**src/alls_pkg.sv**
```systemverilog
// ----------------------------------------------------------------------------
// alls_pkg
// Shared types and constants for the access log line splitter.
// ----------------------------------------------------------------------------
package alls_pkg;

  // field codes, in the order the fields appear on a line
  localparam logic [3:0] FLD_IP       = 4'd0;
  localparam logic [3:0] FLD_IDENTD   = 4'd1;
  localparam logic [3:0] FLD_USER     = 4'd2;
  localparam logic [3:0] FLD_TIME     = 4'd3;
  localparam logic [3:0] FLD_REQUEST  = 4'd4;
  localparam logic [3:0] FLD_STATUS   = 4'd5;
  localparam logic [3:0] FLD_SIZE     = 4'd6;
  localparam logic [3:0] FLD_REFERER  = 4'd7;
  localparam logic [3:0] FLD_AGENT    = 4'd8;

  localparam logic [7:0] CHAR_SPACE   = 8'h20;
  localparam logic [7:0] CHAR_QUOTE   = 8'h22;
  localparam logic [7:0] CHAR_ZERO    = 8'h30;
  localparam logic [7:0] CHAR_ONE     = 8'h31;

  localparam int         TIME_LEN     = 28;
  localparam int         TIME_OUT     = 20;
  localparam logic [4:0] TIME_LAST_IN = 5'(TIME_LEN - 1);
  localparam logic [4:0] TIME_LAST_OUT = 5'(TIME_OUT - 1);
  localparam logic [4:0] TIME_MON_HI  = 5'd4;
  localparam logic [4:0] TIME_MON_LO  = 5'd5;
  localparam logic [4:0] TIME_GAP     = 5'd14;

  typedef enum logic [2:0] {
    S_ACCEPT = 3'b001,
    S_TIME   = 3'b010,
    S_TAIL   = 3'b100
  } ctrl_state_t;

  typedef struct packed {
    logic       take;       // input transfer this cycle
    logic       load_time;  // load time result number time_idx
    logic       load_tail;  // load the close result that follows a data byte
    logic [4:0] time_idx;
  } dp_cmd_t;

  typedef struct packed {
    logic slot_free;  // output register can take a result this cycle
    logic time_done;  // offered byte completes the time field
    logic need_tail;  // offered byte is data and ends the line
  } dp_sts_t;

  // buffer position of each time output character (month and gap are built)
  function automatic logic [4:0] time_pick(input logic [4:0] idx);
    logic [4:0] p;
    case (idx)
      5'd0:    p = 5'd8;
      5'd1:    p = 5'd9;
      5'd2:    p = 5'd10;
      5'd3:    p = 5'd11;
      5'd6:    p = 5'd1;
      5'd7:    p = 5'd2;
      5'd8:    p = 5'd13;
      5'd9:    p = 5'd14;
      5'd10:   p = 5'd16;
      5'd11:   p = 5'd17;
      5'd12:   p = 5'd19;
      5'd13:   p = 5'd20;
      5'd15:   p = 5'd22;
      5'd16:   p = 5'd23;
      5'd17:   p = 5'd24;
      5'd18:   p = 5'd25;
      5'd19:   p = 5'd26;
      default: p = 5'd0;
    endcase
    return p;
  endfunction

endpackage

```
**src/access_log_line_splitter.sv**
```systemverilog
// ----------------------------------------------------------------------------
// access_log_line_splitter
// Splits an access log line, one byte per transfer, into its nine fields.
// ----------------------------------------------------------------------------
//  channel | dir | tdata          | tuser                          | tlast
//  in_     | in  | [7:0] in_byte  | -                              | line_end
//  out_    | out | [7:0] out_byte | [3:0] field_index, [4] byte_valid,
//          |     |                | [5] field_end, [6] month_bad,
//          |     |                | [7] run_last                   | line_done
//
//  ordinary bytes: one transfer per cycle in and out while out_tready is high, registered
//  the byte that completes the time field gives 20 results, one per cycle while
//  out_tready is high, from the single output register; input waits until all are sent
//  a data byte that ends the line gives two results: the byte, then a close result
//  reset clears field tracking and output valid; payload and time buffer are not reset
//  out_tready low holds the output register and, through it, in_tready
module access_log_line_splitter
  import alls_pkg::*;
(
  input  logic       clk,
  input  logic       rst_n,
  input  logic       in_tvalid,
  output logic       in_tready,
  input  logic [7:0] in_tdata,   // [7:0] in_byte
  input  logic       in_tlast,
  output logic       out_tvalid,
  input  logic       out_tready,
  output logic [7:0] out_tdata,  // [7:0] out_byte
  output logic [7:0] out_tuser,  // [3:0] field_index, [4] byte_valid, [5] field_end,
                                 // [6] month_bad, [7] run_last
  output logic       out_tlast
);

  dp_cmd_t    cmd;
  dp_sts_t    sts;
  logic [3:0] o_field;
  logic       o_bvalid, o_fend, o_mbad, o_rlast;

  alls_ctrl u_ctrl (
    .clk       (clk),
    .rst_n     (rst_n),
    .in_tvalid (in_tvalid),
    .in_tready (in_tready),
    .sts       (sts),
    .cmd       (cmd)
  );

  alls_dpath u_dpath (
    .clk        (clk),
    .rst_n      (rst_n),
    .in_byte    (in_tdata),
    .in_last    (in_tlast),
    .cmd        (cmd),
    .sts        (sts),
    .out_tready (out_tready),
    .out_valid  (out_tvalid),
    .out_field  (o_field),
    .out_byte   (out_tdata),
    .out_bvalid (o_bvalid),
    .out_fend   (o_fend),
    .out_mbad   (o_mbad),
    .out_ldone  (out_tlast),
    .out_rlast  (o_rlast)
  );

  assign out_tuser = {o_rlast, o_mbad, o_fend, o_bvalid, o_field};

`ifndef SYNTHESIS
  // no input transfer while the time burst is being sent
  a_no_take_in_burst: assert property (@(posedge clk) disable iff (!rst_n)
    !(in_tready && cmd.load_time))
    else $error("input accepted during time burst");

  // line end is always the last result of its byte
  a_ldone_rlast: assert property (@(posedge clk) disable iff (!rst_n)
    out_tvalid && out_tlast |-> out_tuser[7])
    else $error("line_done without run_last");

  // month flag only on time results
  a_mbad_time: assert property (@(posedge clk) disable iff (!rst_n)
    out_tvalid && out_tuser[6] |-> out_tuser[3:0] == FLD_TIME)
    else $error("month_bad outside time field");

  // results without a character carry a zero byte
  a_zero_byte: assert property (@(posedge clk) disable iff (!rst_n)
    out_tvalid && !out_tuser[4] |-> out_tdata == 8'd0)
    else $error("nonzero byte on non-character result");
`endif

endmodule

```
**src/alls_ctrl.sv**
```systemverilog
// ----------------------------------------------------------------------------
// alls_ctrl
// Sequencer: accepts bytes, steps through the 20 time results and the
// extra close result at line end.
// ----------------------------------------------------------------------------
module alls_ctrl
  import alls_pkg::*;
(
  input  logic    clk,
  input  logic    rst_n,
  input  logic    in_tvalid,
  output logic    in_tready,
  input  dp_sts_t sts,
  output dp_cmd_t cmd
);

  ctrl_state_t state_r, state_nxt;
  logic [4:0]  idx_r, idx_nxt;
  logic        in_fire;

  assign in_tready = (state_r == S_ACCEPT) && sts.slot_free;
  assign in_fire   = in_tvalid && in_tready;

  always_comb begin
    cmd.take      = in_fire;
    cmd.load_time = (state_r == S_TIME) && sts.slot_free;
    cmd.load_tail = (state_r == S_TAIL) && sts.slot_free;
    cmd.time_idx  = idx_r;
  end

  always_comb begin
    state_nxt = state_r;
    idx_nxt   = idx_r;
    case (state_r)
      S_ACCEPT: begin
        idx_nxt = 5'd0;
        if (in_fire && sts.time_done) begin
          state_nxt = S_TIME;
        end else if (in_fire && sts.need_tail) begin
          state_nxt = S_TAIL;
        end
      end
      S_TIME: begin
        if (sts.slot_free) begin
          if (idx_r == TIME_LAST_OUT) begin
            state_nxt = S_ACCEPT;
            idx_nxt   = 5'd0;
          end else begin
            idx_nxt = idx_r + 5'd1;
          end
        end
      end
      S_TAIL: begin
        if (sts.slot_free) begin
          state_nxt = S_ACCEPT;
        end
      end
      default: begin
        state_nxt = S_ACCEPT;
        idx_nxt   = 5'd0;
      end
    endcase
  end

  always_ff @(posedge clk) begin
    if (!rst_n) begin
      state_r <= S_ACCEPT;
      idx_r   <= 5'd0;
    end else begin
      state_r <= state_nxt;
      idx_r   <= idx_nxt;
    end
  end

endmodule

```
**src/alls_dpath.sv**
```systemverilog
// ----------------------------------------------------------------------------
// alls_dpath
// Field tracking, time buffer, month decode and the output register.
// ----------------------------------------------------------------------------
module alls_dpath
  import alls_pkg::*;
(
  input  logic       clk,
  input  logic       rst_n,
  input  logic [7:0] in_byte,
  input  logic       in_last,
  input  dp_cmd_t    cmd,
  output dp_sts_t    sts,
  input  logic       out_tready,
  output logic       out_valid,
  output logic [3:0] out_field,
  output logic [7:0] out_byte,
  output logic       out_bvalid,
  output logic       out_fend,
  output logic       out_mbad,
  output logic       out_ldone,
  output logic       out_rlast
);

  logic [3:0] field_r, field_nxt, field_s;
  logic [1:0] skip_r, skip_nxt, skip_s;
  logic [4:0] tpos_r, tpos_nxt, tpos_s;
  logic       lover_r, lover_nxt, lover_s;
  logic [7:0] tbuf_r [TIME_LEN];
  logic       last_r;
  logic [3:0] pend_field_r;

  logic       out_valid_r;
  logic [3:0] out_field_r;
  logic [7:0] out_byte_r;
  logic       out_bvalid_r, out_fend_r, out_mbad_r, out_ldone_r, out_rlast_r;

  logic       blocked, skipping, in_time, ordinary, is_close, is_data;
  logic [7:0] ending;
  logic [4:0] wpos;
  logic       buf_we, time_done, prim_load, mark_close, load_any;

  function automatic logic [3:0] month_decode(input logic [7:0] a, input logic [7:0] b,
                                              input logic [7:0] c);
    logic [3:0] m;
    case (a)
      "A":     m = (b == "p") ? 4'd4 : ((b == "u") ? 4'd8 : 4'd0);
      "D":     m = 4'd12;
      "F":     m = 4'd2;
      "J":     m = (b == "a") ? 4'd1 : ((c == "n") ? 4'd6 : ((c == "l") ? 4'd7 : 4'd0));
      "M":     m = (c == "r") ? 4'd3 : ((c == "y") ? 4'd5 : 4'd0);
      "N":     m = 4'd11;
      "O":     m = 4'd10;
      "S":     m = 4'd9;
      default: m = 4'd0;
    endcase
    return m;
  endfunction

  assign blocked  = lover_r || (field_r > FLD_AGENT);
  assign skipping = !blocked && (skip_r != 2'd0);
  assign in_time  = !blocked && !skipping && (field_r == FLD_TIME);
  assign ordinary = !blocked && !skipping && !in_time;
  assign ending   = ((field_r == FLD_REQUEST) || (field_r == FLD_REFERER) ||
                     (field_r == FLD_AGENT)) ? CHAR_QUOTE : CHAR_SPACE;
  assign is_close = ordinary && (in_byte == ending);
  assign is_data  = ordinary && !is_close;
  assign wpos     = (tpos_r >= 5'(TIME_LEN)) ? 5'd0 : tpos_r;
  assign time_done = in_time && (wpos == TIME_LAST_IN);

  // state after this byte, before the line end clears it
  always_comb begin
    field_s = field_r;
    skip_s  = skip_r;
    tpos_s  = tpos_r;
    lover_s = lover_r;
    buf_we  = 1'b0;
    if (blocked) begin
      lover_s = 1'b1;
    end else if (skipping) begin
      skip_s = skip_r - 2'd1;
    end else if (in_time) begin
      buf_we = 1'b1;
      if (time_done) begin
        tpos_s  = 5'd0;
        field_s = FLD_REQUEST;
        skip_s  = 2'd2;
      end else begin
        tpos_s = wpos + 5'd1;
      end
    end else if (is_close) begin
      case (field_r)
        FLD_IP:      field_s = FLD_IDENTD;
        FLD_IDENTD:  field_s = FLD_USER;
        FLD_USER: begin
          field_s = FLD_TIME;
          tpos_s  = 5'd0;
        end
        FLD_REQUEST: begin
          field_s = FLD_STATUS;
          skip_s  = 2'd1;
        end
        FLD_STATUS:  field_s = FLD_SIZE;
        FLD_SIZE: begin
          field_s = FLD_REFERER;
          skip_s  = 2'd1;
        end
        FLD_REFERER: begin
          field_s = FLD_AGENT;
          skip_s  = 2'd2;
        end
        default:     lover_s = 1'b1;
      endcase
    end
  end

  // line end with no result of its own: close an open field, else a marker
  assign mark_close = !lover_s && (skip_s == 2'd0) && (field_s != FLD_TIME) &&
                      (field_s <= FLD_AGENT);
  assign prim_load  = is_data || is_close || (in_last && !time_done);

  always_comb begin
    if (in_last) begin
      field_nxt = FLD_IP;
      skip_nxt  = 2'd0;
      tpos_nxt  = 5'd0;
      lover_nxt = 1'b0;
    end else begin
      field_nxt = field_s;
      skip_nxt  = skip_s;
      tpos_nxt  = tpos_s;
      lover_nxt = lover_s;
    end
  end

  always_comb begin
    sts.slot_free = !out_valid_r || out_tready;
    sts.time_done = time_done;
    sts.need_tail = is_data && in_last;
  end

  // time result character
  logic [3:0] month;
  logic [3:0] month_lo;
  logic [7:0] time_ch;

  assign month    = month_decode(tbuf_r[4], tbuf_r[5], tbuf_r[6]);
  assign month_lo = (month >= 4'd10) ? (month - 4'd10) : month;

  always_comb begin
    case (cmd.time_idx)
      TIME_MON_HI: time_ch = (month < 4'd10) ? CHAR_ZERO : CHAR_ONE;
      TIME_MON_LO: time_ch = CHAR_ZERO + {4'd0, month_lo};
      TIME_GAP:    time_ch = CHAR_SPACE;
      default:     time_ch = tbuf_r[time_pick(cmd.time_idx)];
    endcase
  end

  assign load_any = (cmd.take && prim_load) || cmd.load_time || cmd.load_tail;

  always_ff @(posedge clk) begin
    if (!rst_n) begin
      field_r     <= FLD_IP;
      skip_r      <= 2'd0;
      tpos_r      <= 5'd0;
      lover_r     <= 1'b0;
      out_valid_r <= 1'b0;
    end else begin
      if (cmd.take) begin
        field_r <= field_nxt;
        skip_r  <= skip_nxt;
        tpos_r  <= tpos_nxt;
        lover_r <= lover_nxt;
      end
      if (load_any) begin
        out_valid_r <= 1'b1;
      end else if (out_tready) begin
        out_valid_r <= 1'b0;
      end
    end
  end

  always_ff @(posedge clk) begin
    if (cmd.take && buf_we) begin
      tbuf_r[wpos] <= in_byte;
    end
    if (cmd.take) begin
      last_r       <= in_last;
      pend_field_r <= field_r;
    end
  end

  // output register payload
  always_ff @(posedge clk) begin
    if (cmd.load_time) begin
      out_field_r  <= FLD_TIME;
      out_byte_r   <= time_ch;
      out_bvalid_r <= 1'b1;
      out_fend_r   <= (cmd.time_idx == TIME_LAST_OUT);
      out_mbad_r   <= (month == 4'd0);
      out_ldone_r  <= (cmd.time_idx == TIME_LAST_OUT) && last_r;
      out_rlast_r  <= (cmd.time_idx == TIME_LAST_OUT);
    end else if (cmd.load_tail) begin
      out_field_r  <= pend_field_r;
      out_byte_r   <= 8'd0;
      out_bvalid_r <= 1'b0;
      out_fend_r   <= 1'b1;
      out_mbad_r   <= 1'b0;
      out_ldone_r  <= 1'b1;
      out_rlast_r  <= 1'b1;
    end else if (cmd.take && prim_load) begin
      out_mbad_r <= 1'b0;
      if (is_data) begin
        out_field_r  <= field_r;
        out_byte_r   <= in_byte;
        out_bvalid_r <= 1'b1;
        out_fend_r   <= 1'b0;
        out_ldone_r  <= 1'b0;
        out_rlast_r  <= !in_last;
      end else if (is_close) begin
        out_field_r  <= field_r;
        out_byte_r   <= 8'd0;
        out_bvalid_r <= 1'b0;
        out_fend_r   <= 1'b1;
        out_ldone_r  <= in_last;
        out_rlast_r  <= 1'b1;
      end else begin
        out_field_r  <= field_s;
        out_byte_r   <= 8'd0;
        out_bvalid_r <= 1'b0;
        out_fend_r   <= mark_close;
        out_ldone_r  <= 1'b1;
        out_rlast_r  <= 1'b1;
      end
    end
  end

  assign out_valid  = out_valid_r;
  assign out_field  = out_field_r;
  assign out_byte   = out_byte_r;
  assign out_bvalid = out_bvalid_r;
  assign out_fend   = out_fend_r;
  assign out_mbad   = out_mbad_r;
  assign out_ldone  = out_ldone_r;
  assign out_rlast  = out_rlast_r;

endmodule
```
**config.mk**
```make
export PLATFORM = sky130hd
export DESIGN_NAME = access_log_line_splitter
export DESIGN_NICKNAME = d
export VERILOG_FILES = /design/src/alls_pkg.sv /design/src/access_log_line_splitter.sv /design/src/alls_ctrl.sv /design/src/alls_dpath.sv
export SDC_FILE = /design/constraint.sdc
export NUM_CORES = 1
export LEC_CHECK = 0
export BUFFER_PORTS_ARGS = -buffer_cell sky130_fd_sc_hd__buf_2
export CELL_PAD_IN_SITES_DETAIL_PLACEMENT = 2
export CELL_PAD_IN_SITES_GLOBAL_PLACEMENT = 2
export CORE_UTILIZATION = 46
export CTS_BUF_LIST = sky130_fd_sc_hd__clkbuf_8
export DETAILED_ROUTE_END_ITERATION = 12
export PLACE_DENSITY_LB_ADDON = 0.1
export SYNTH_ARGS = -nofsm -noshare
export SYNTH_HDL_FRONTEND = slang
export SYNTH_HIERARCHICAL = 1
export SYNTH_SLANG_ARGS = --single-unit
```
**constraint.sdc**
```tcl
create_clock -name clk -period 3.38 [get_ports clk]
set_clock_uncertainty 0.1 [all_clocks]
set_input_delay 0.845 -clock clk [delete_from_list [all_inputs] [get_ports clk]]
set_output_delay 0.845 -clock clk [all_outputs]
set_load 0.005 [all_outputs]
```
Yosys cells after proc, flatten, opt, wreduce, memory -nomap -nowiden:

Memory sizes are Yosys's and may differ from the RTL's. A register that Yosys moved wholly into a read port is not among the register bits.
Cells that the tools add are included.

* $add $sub $neg: 5
* $lt $le $gt $ge: 5
* eq/ne operators: 39
* multiplexer cells: 87
* bitwise operators: 1
* reduce and logical (&&, ||, !) cells: 52

Operators by type and width (count)
* $eq 8x7->1 const B: 15
* $mux 5: 13
* $mux 4: 16
* $mux 1: 34
* $mux 8: 4
* $pmux 4 s8: 1
* $pmux 4 s7: 1
* $pmux 8 s3: 1
* $logic_and 1x1->1: 21
* $mux 3: 7
* $eq 4x3->1 const B: 4
* $mux 2: 7
* $add 5x1->5 const B: 2
* $eq 5x3->1 const B: 2
* $eq 5x5->1 const B: 2
* $pmux 5 s2: 1
* $pmux 3 s3: 1
* $reduce_bool 3->1: 3
* $eq 4x2->1 const B: 2
* $eq 8x8->1: 1
* $logic_not 1->1: 8
* $logic_not 4->1: 2
* $logic_or 1x1->1: 8
* $add 6x4->7 const A: 1
* 27 further kinds: 32

* register bits after elaboration: 43
* bits in writable memories: 224
* bits in read-only memories: 160
* input bits: 13
* output and inout bits: 19
* logic and storage cells: 207
* memories kept: 2

Memory list
* u_dpath.tbuf_r: words 28, width 8, rd ports 4, clocked after memory_dff 0, write ports 1, line alls_dpath.sv:29 `logic [7:0] tbuf_r [TIME_LEN];`
* (name not given): words 32, width 5, rd ports 1, clocked after memory_dff 1, write ports 0, line alls_pkg.sv:53 `case (idx)`

Longest topological paths before layout:

Gate-level depths: netlist of run 1.

* word-level depth: 23
* mapped depth: 13
* depth with buffers taken out: 12

Hierarchy:

The synthesis of run 1 kept the hierarchy.

By module, submodules not included
* alls_dpath: instances 1, cells each 897, area an instance 11578.6 sq um, seq. area each 7597.3 sq um
* alls_ctrl: instances 1, cells each 54, area an instance 513.0 sq um, seq. area each 160.2 sq um
* access_log_line_splitter: instances 1, cells each 4, area an instance 30.0 sq um, seq. area each 0.0 sq um

Worst setup path after synthesis of run 1:

Ideal clock, no wire load.

* path kind: input port to flip-flop
* from: in out_tready
* to: mem u_dpath.tbuf_r[27][0], enable pin
* setup time: 0.395 ns
* data arrival time: 2.648 ns
* required time: 2.885 ns
* slack: 0.237 ns
* cell stages on the path: 6
* buffers on the path: 1
* path through: nand2b_1 > and4bb_2 > and2_1 > buf_4 > inv_1 > nor4_1

* cells in the longest elaborated chain, start to end: 6

RTL lines
* from (decl): line access_log_line_splitter.sv:27 `input logic out_tready,`
* $logic_or 1x1->1: line alls_dpath.sv:137 `sts.slot_free = !out_valid_r || out_tready;`
* $logic_and 1x1->1: line alls_ctrl.sv:21 `assign in_tready = (state_r == S_ACCEPT) && sts.slot_free;`
* named net in_tready: line access_log_line_splitter.sv:23 `output logic in_tready,`
* $logic_and 1x1->1: line alls_ctrl.sv:22 `assign in_fire = in_tvalid && in_tready;`
* named net u_ctrl.in_fire: line alls_ctrl.sv:19 `logic in_fire;`
* $logic_and 1x1->1: line alls_dpath.sv:184 `if (cmd.take && buf_we) begin`
* $mux 1: line alls_dpath.sv:184
* $mux 1 (not written as such): line alls_dpath.sv:185 `tbuf_r[wpos] <= in_byte;`
* to (decl): line alls_dpath.sv:29

The timed path passes the listed nets, and every way through them passes these cells.

Final worst setup path of run 1:

* from: reg u_ctrl.idx_r[1]
* to: reg u_dpath.out_byte_r[3] (netlist: u_dpath/out_byte[3]), data pin

* cells in the longest elaborated chain, start to end: 3
* elaborated cells on any way between the ends: 5
* those cells by class: eq/ne (3); mux (2)

RTL lines
* from (decl): line alls_ctrl.sv:18 `logic [4:0] idx_r, idx_nxt;`
* from (signal assigned): line alls_ctrl.sv:71 `idx_r <= idx_nxt;`
* $eq 5x4->1 or $eq 5x3->1 (tied branches): line alls_dpath.sv:151 `case (cmd.time_idx)`
* $pmux 8 s3 (*): line alls_dpath.sv:151
* $mux 8 (*): line alls_dpath.sv:195 `if (cmd.load_time) begin`
* to (signal assigned): line alls_dpath.sv:197 `out_byte_r <= time_ch;`
* to (signal assigned): line alls_dpath.sv:215 `out_byte_r <= in_byte;`
* to (decl): line alls_dpath.sv:35 `logic [7:0] out_byte_r;`

Mark *: on every way between the ends. The rest lies on a longest branch, timed or not.
A chain may end at the register's enable or synchronous reset.

==> flow_summary.yaml, run 1 <==
clocking:
  cts_buffers: 46
  root_buffer: "clkbuf_8"
  cts.reportedPaths.clkPinSlew_ns: 0.06
  clock-sinks: 267
  clockBufferDepth: 3
  htree_levels: 2
  insertion_delay_ns: 0.59
  tritoncts: "built"
logic_synthesis:
  synth_fp_nets: 981
  ys_seq_area_frac: 0.640
  yosysUniqueCellTypes: 87
  postSynthAreaPerCell_um2: 12.7
  synthCells: 955
  synth_ff_type: "edfxtp_1"
  synth_common_cells: "edfxtp_1 (241), nand2_1 (154), nor2_1 (66), nand3_1 (45), mux2i_1 (40)"
  synth_top_area_cell: "edfxtp_1"
  netlist_area_um2: 12100
  synthArstFlopShare: 0
  yosysWarnings: 6
  ys_top_cells_by_area: "edfxtp_1 (60%), nand2_1 (4.8%), dfxtp_1 (4.3%)"
  netlist.area_leader.share: 0.597
  ys_ff_latch: 267
  yosysMostFrequentCell: "edfxtp_1"
  synth_edf_count: 241
hold_path:
  hp-class: "flop to flop"
timing:
  maxSlewViolCount: 0
  period_needed_ns: 3.34
  min_period_over_period: 0.988
  worstMarginPinSlew_ns: 1.17
  hold_violations: 0
  tns_ns: 0
  setup_viol: 0
  fmax_mhz: 299
  relSlewSlack: 0.206
placed_design:
  place.gp.congestion: 0.906
  hpwl_um: 29800
  port_buffers: 31
critical_path:
  setup.worst_path.end_class: "flop"
  cp_data_required_time_ns: 3.58
  arrival_ns: 3.54
  critical_path_class: "flop to flop"
  startpoint_type: "flop"
  critPathMaxFanout: 10
routing:
  wl_um: 45200
  first_pass_iters: 5
  drtIter0Drc: 837
  viasPerCell: 6.29
  num_vias: 9190
  drc_errors: 0
  routedWlPerCell_um: 31.0
  detail-route-antenna-nets: 0
global_route:
  overflow: 0
  grt_max_degree: 52
  first_global_vias: 9779
  grt_use_total: 0.336
  grt_pass1_wl_um: 64600
  antenna_found_initial: 2
floorplanning:
  ios: 32
  die_w_um: 164
  coreArea_um2: 26000
  core.rowCount: 59
  die_height_um: 164
  die_area_um2: 27000
  initial_core_util: 0.466
cells_and_area:
  antennaDiodeCount: 0
  layout.nets: 1115
  postLayoutCoreUtil: 0.546
  drive_above_1_share: 0.223
  fillCellCount: 2442
  area_delta_synth_final_pct: 17.0
run:
  maxCapViolCount: 0
run_status:
  status: "completed"
pwr:
  cellLeakagePower_uw: 0.00505
  ir_drop_mv: 0.352
  power.density_nw_per_um2: 461
==> path summary, 6_finish.rpt <==
path	start	endpoint	slack [ns]	cells after the start
worst max-delay path	u_ctrl/idx_r[1]	u_dpath/out_byte[3]	0.04	8
worst min register to register	u_dpath/pend_field_r[0]	u_dpath/out_field[0]	0.40	1
worst min-delay path	u_dpath/pend_field_r[0]	u_dpath/out_field[0]	0.40	1
worst max register to register	u_ctrl/idx_r[1]	u_dpath/out_byte[3]	0.04	8
==> cell usage in the layout, fill, tap and decap left out, types with 7 or more instances in the layout <==
cell / instances
inv_1: 32
nand4_1: 10
a22oi_1: 7
nor3_1: 22
a21oi_1: 34
and2_1: 9
ha_1: 13
nand2b_1: 10
mux2i_1: 40
nand3_1: 45
buf_2: 31
mux4_2: 14
dfxtp_1: 24
buf_4: 97
clkbuf_8: 46
o21ai_0: 14
a31oi_1: 13
edfxtp_1: 241
nor2_1: 66
nand2_1: 153
a211oi_1: 7
and3_1: 16
clkinv_1: 17
==> per-stage QoR <==
stage | instances | hold WS, ns | worst slack [ns] | instance area (um^2) | total power, uW
after floorplan | 955 | 0.306 | 0.237 | 12100 | 3800
after global placement | 1365 | 0.365 | -0.0984 | 13200 | 3930
after detailed placement | 1365 | 0.379 | -0.0989 | 13200 | 3940
after CTS | 1450 | 0.395 | 0.0187 | 14100 | 6580
after global routing | 1460 | 0.419 | -0.0236 | 14200 | 6740
final | 1460 | 0.396 | 0.0391 | 14200 | 6540
==> metal layers <==
metal  vias to the layer above  GRT usage  routed length [um]
li1                       3917          -                   -
met1                      4812      0.436               18800
met2                       345      0.555               22100
met3                       114     0.0598                2630
met4                         2      0.138                1720
met5                         -          0                  13
==> power by group <==
| group | switching, uW | internal (uW) |
|---|---|---|
| Clock | 1380 | 1280 |
| Sequential | 20.0 | 3630 |
| Combinational | 163 | 68.9 |
==> final cells by class <==
class / count / area (um^2) / share of cell area
Multi-Input combinational cell: 619 / 4080 / 0.288
Sequential cell: 267 / 7760 / 0.547
Clock inverter: 38 / 173 / 0.0122
Inverter: 19 / 71.3 / 0.00503
Tap cell: 335 / 419 / 0.0296
Clock buffer: 46 / 633 / 0.0446
Timing Repair Buffer: 136 / 1050 / 0.0738
==> worst max-delay path, cell delays in order (launching register included) <==
cell	delay, ns
dfxtp_1	0.32
buf_4	0.15
ha_1	0.20
mux2_2	0.29
a22oi_2	0.31
and2_2	0.47
mux4_2	0.59
a22o_1	0.21
or4_1	0.42
==> sequential cells by signal, summed over array words and instances, names as in the netlist <==
signal and count:
u_dpath/out_mbad 1, u_dpath/last_r 1, u_dpath/out_rlast 1, u_ctrl/idx_r 5
u_dpath/out_fend 1, u_ctrl/state_r 3, u_dpath/out_byte 8, u_dpath/out_field 4
u_dpath/out_valid 1, u_dpath/field_r 4, u_dpath/skip_r 2, u_dpath/lover_r 1
u_dpath/out_bvalid 1, u_dpath/out_ldone 1, u_dpath/tbuf_r 224, u_dpath/pend_field_r 4
u_dpath/tpos_r 5
==> kinds of logic after synthesis <==
group / after synthesis / share of synthesized area
and+or+nand+nor: 391 / 0.162
buffers and inverters: 71 / 0.0306
DFF: 267 / 0.640
xor gates and xnor gates: 3 / 0.00217
muxes: 60 / 0.0659
AOI/OAI and AO/OA: 150 / 0.0861
adders and majority gates: 13 / 0.0134
==> what timing repair did <==
| action | in CTS | in global routing |
|---|---|---|
| setup buffers | 0 | 8 |
| hold buffers | 0 | 0 |
| resized for setup | 2 | 12 |
| gates cloned | 1 | 2 |
| pin swaps | 0 | 2 |
| setup endpoints to repair | 3 | 6 |
Power figures use the tool's default switching activity.
==> run 2, diff against run 1 <==
- BUFFER_PORTS_ARGS: -buffer_cell sky130_fd_sc_hd__buf_2 -> -buffer_cell sky130_fd_sc_hd__clkbuf_2
==> flow_summary.yaml, run 2 (same netlist as run 1, synthesis figures left out) <==
timing:
  min_period_over_period: 1.01
  setup_viol: 1
  relSlewSlack: 0.482
  maxSlewViolCount: 0
  fmax_mhz: 294
  period_needed_ns: 3.40
  worst_slack_ns: -0.0174
  worstMarginPinSlew_ns: 0.771
  hold_violations: 0
  whs_ns: 0.393
cells_and_area:
  top_register: "u_dpath/tbuf_r"
  fillCellCount: 2442
  most-common-layout-cells: "edfxtp_1 (241), nand2_1 (152), buf_4 (104)"
  drive_above_1_share: 0.231
  postLayoutCoreUtil: 0.547
  layout.nets: 1120
  largest_register_ff_count: 224
  antennaDiodeCount: 0
  area_delta_synth_final_pct: 17.3
  final_common_cell: "edfxtp_1"
placed_design:
  pre_cts_slack_ns: -0.0697
  place.gp.congestion: 0.915
  hpwl_um: 31000
  port_buffers: 31
critical_path:
  r2r_setup_slack_ns: -0.02
  r2r_start: "u_ctrl/idx_r[1]"
  path_cells: "buf_4 > ha_1 > mux2_2 > a22oi_2 > and2_4 > buf_12 > mux4_2 > a22o_1 > or4_1"
  critical_path_class: "flop to flop"
  reg2regPathDepth: 9
  critPathSlowestCell: "mux4_2"
  startpoint_type: "flop"
  critPathMaxFanout: 27
  setup.worst_path.end_class: "flop"
  reg2reg_to: "u_dpath/out_byte[3]"
  cp_data_required_time_ns: 3.59
  slowest_delay_ns: 0.58
  arrival_ns: 3.61
pwr:
  cellLeakagePower_uw: 0.00508
  ir_drop_mv: 0.357
  power.density_nw_per_um2: 470
clocking:
  cts.reportedPaths.clkPinSlew_ns: 0.07
  cts_buffers: 47
  cts_hold_buf: 0
  tritoncts: "built"
  root_buffer: "clkbuf_8"
  clock-sinks: 267
  htree_levels: 2
  insertion_delay_ns: 0.59
  clockBufferDepth: 3
routing:
  viasPerCell: 6.32
  drtIter0Drc: 927
  drc_errors: 0
  detail-route-antenna-nets: 0
  routedWlPerCell_um: 31.9
  first_pass_iters: 5
  wl_um: 46600
  num_vias: 9247
hold_path:
  hp-class: "flop to flop"
  min_from: "u_dpath/skip_r[0]"
  worstHoldEndpoint: "u_dpath/skip_r[0]"
  hold_depth: 2
global_route:
  overflow: 0
  first_global_vias: 9918
  grt_use_total: 0.345
  grt_pass1_wl_um: 66100
  antenna_found_initial: 0
  grt_max_degree: 52
run_status:
  status: "finished, violations left"
  violations: "negative setup slack"
floorplanning:
  die_w_um: 164
  coreArea_um2: 26000
  initial_core_util: 0.466
  ios: 32
  core.rowCount: 59
  die_height_um: 164
  die_area_um2: 27000
run:
  maxCapViolCount: 0
run 2: cell types whose count changed in the layout (fill, tap and decap cells not counted), moves of 2 or more:
cell	before	now
and2_2	2	0
buf_2	31	0
a2111oi_0	1	3
clkinv_1	17	12
a2111oi_1	2	0
clkbuf_8	46	50
buf_4	97	104
clkinv_2	5	7
clkbuf_2	0	31
run 2: power by group:
group          leakage [uW]  internal [uW]  total, uW  switching [uW]
Clock              0.000480           1360       2790            1420
Sequential          0.00239           3630       3660            25.7
Combinational       0.00221           68.8        237             169
run 2: repair_timing:
item	4_1_cts	5_1_grt
pin swaps	3	2
endpoints found under the setup margin	5	5
buffers inserted	1	10
resized for setup	8	7
run 2: metal layers:
layer / vias up / GRT usage / part of all wire
met5: - / 0 / 0
met4: 0 / 0.170 / 0.047
met3: 117 / 0.0551 / 0.064
met2: 407 / 0.569 / 0.49
met1: 4810 / 0.443 / 0.40
li1: 3913 / - / -
run 2: layout make-up:
cell class | instances | area [um^2] | area share
Sequential cell | 267 | 7760 | 0.546
Multi-Input combinational cell | 617 | 4080 | 0.287
Timing Repair Buffer | 142 | 1060 | 0.0745
Clock buffer | 50 | 688 | 0.0484
Tap cell | 335 | 419 | 0.0295
Clock inverter | 33 | 144 | 0.0101
Inverter | 19 | 71.3 | 0.00502
run 2: worst max path at each step:
stage               startpoint                     to  slack [ns]
6_report       u_ctrl/idx_r[1]    u_dpath/out_byte[3]       -0.02
5_1_grt        u_ctrl/idx_r[1]    u_dpath/out_byte[2]       -0.05
4_1_cts        u_ctrl/idx_r[1]    u_dpath/out_byte[1]        0.01
3_5_place_dp       in_tdata[6]      u_dpath/skip_r[1]       -0.07
3_3_place_gp       in_tdata[5]      u_dpath/skip_r[1]        0.03
2_1_floorplan       out_tready  u_dpath/tbuf_r[27][0]        0.24
run 2: per-stage QoR:
stage / TNS [ns] / cell area [um^2] / total power (uW) / std cells
6_report: -0.0174 / 14200 / 6680 / 1463
5_1_grt: -0.172 / 14200 / 6860 / 1463
4_1_cts: 0 / 14100 / 6700 / 1453
3_5_place_dp: -0.315 / 13200 / 3950 / 1369
3_3_place_gp: 0 / 13200 / 3930 / 1369
2_1_floorplan: 0 / 12100 / 3800 / 955
run 2: critical path: cells and delay by family, from the launching register on:
kind	cells	cell delay [ns]
buf+inv	2	0.38
compound gates	2	0.47
flops	1	0.34
simple gates	2	0.74
fa+ha+maj	1	0.21
mux	2	0.87
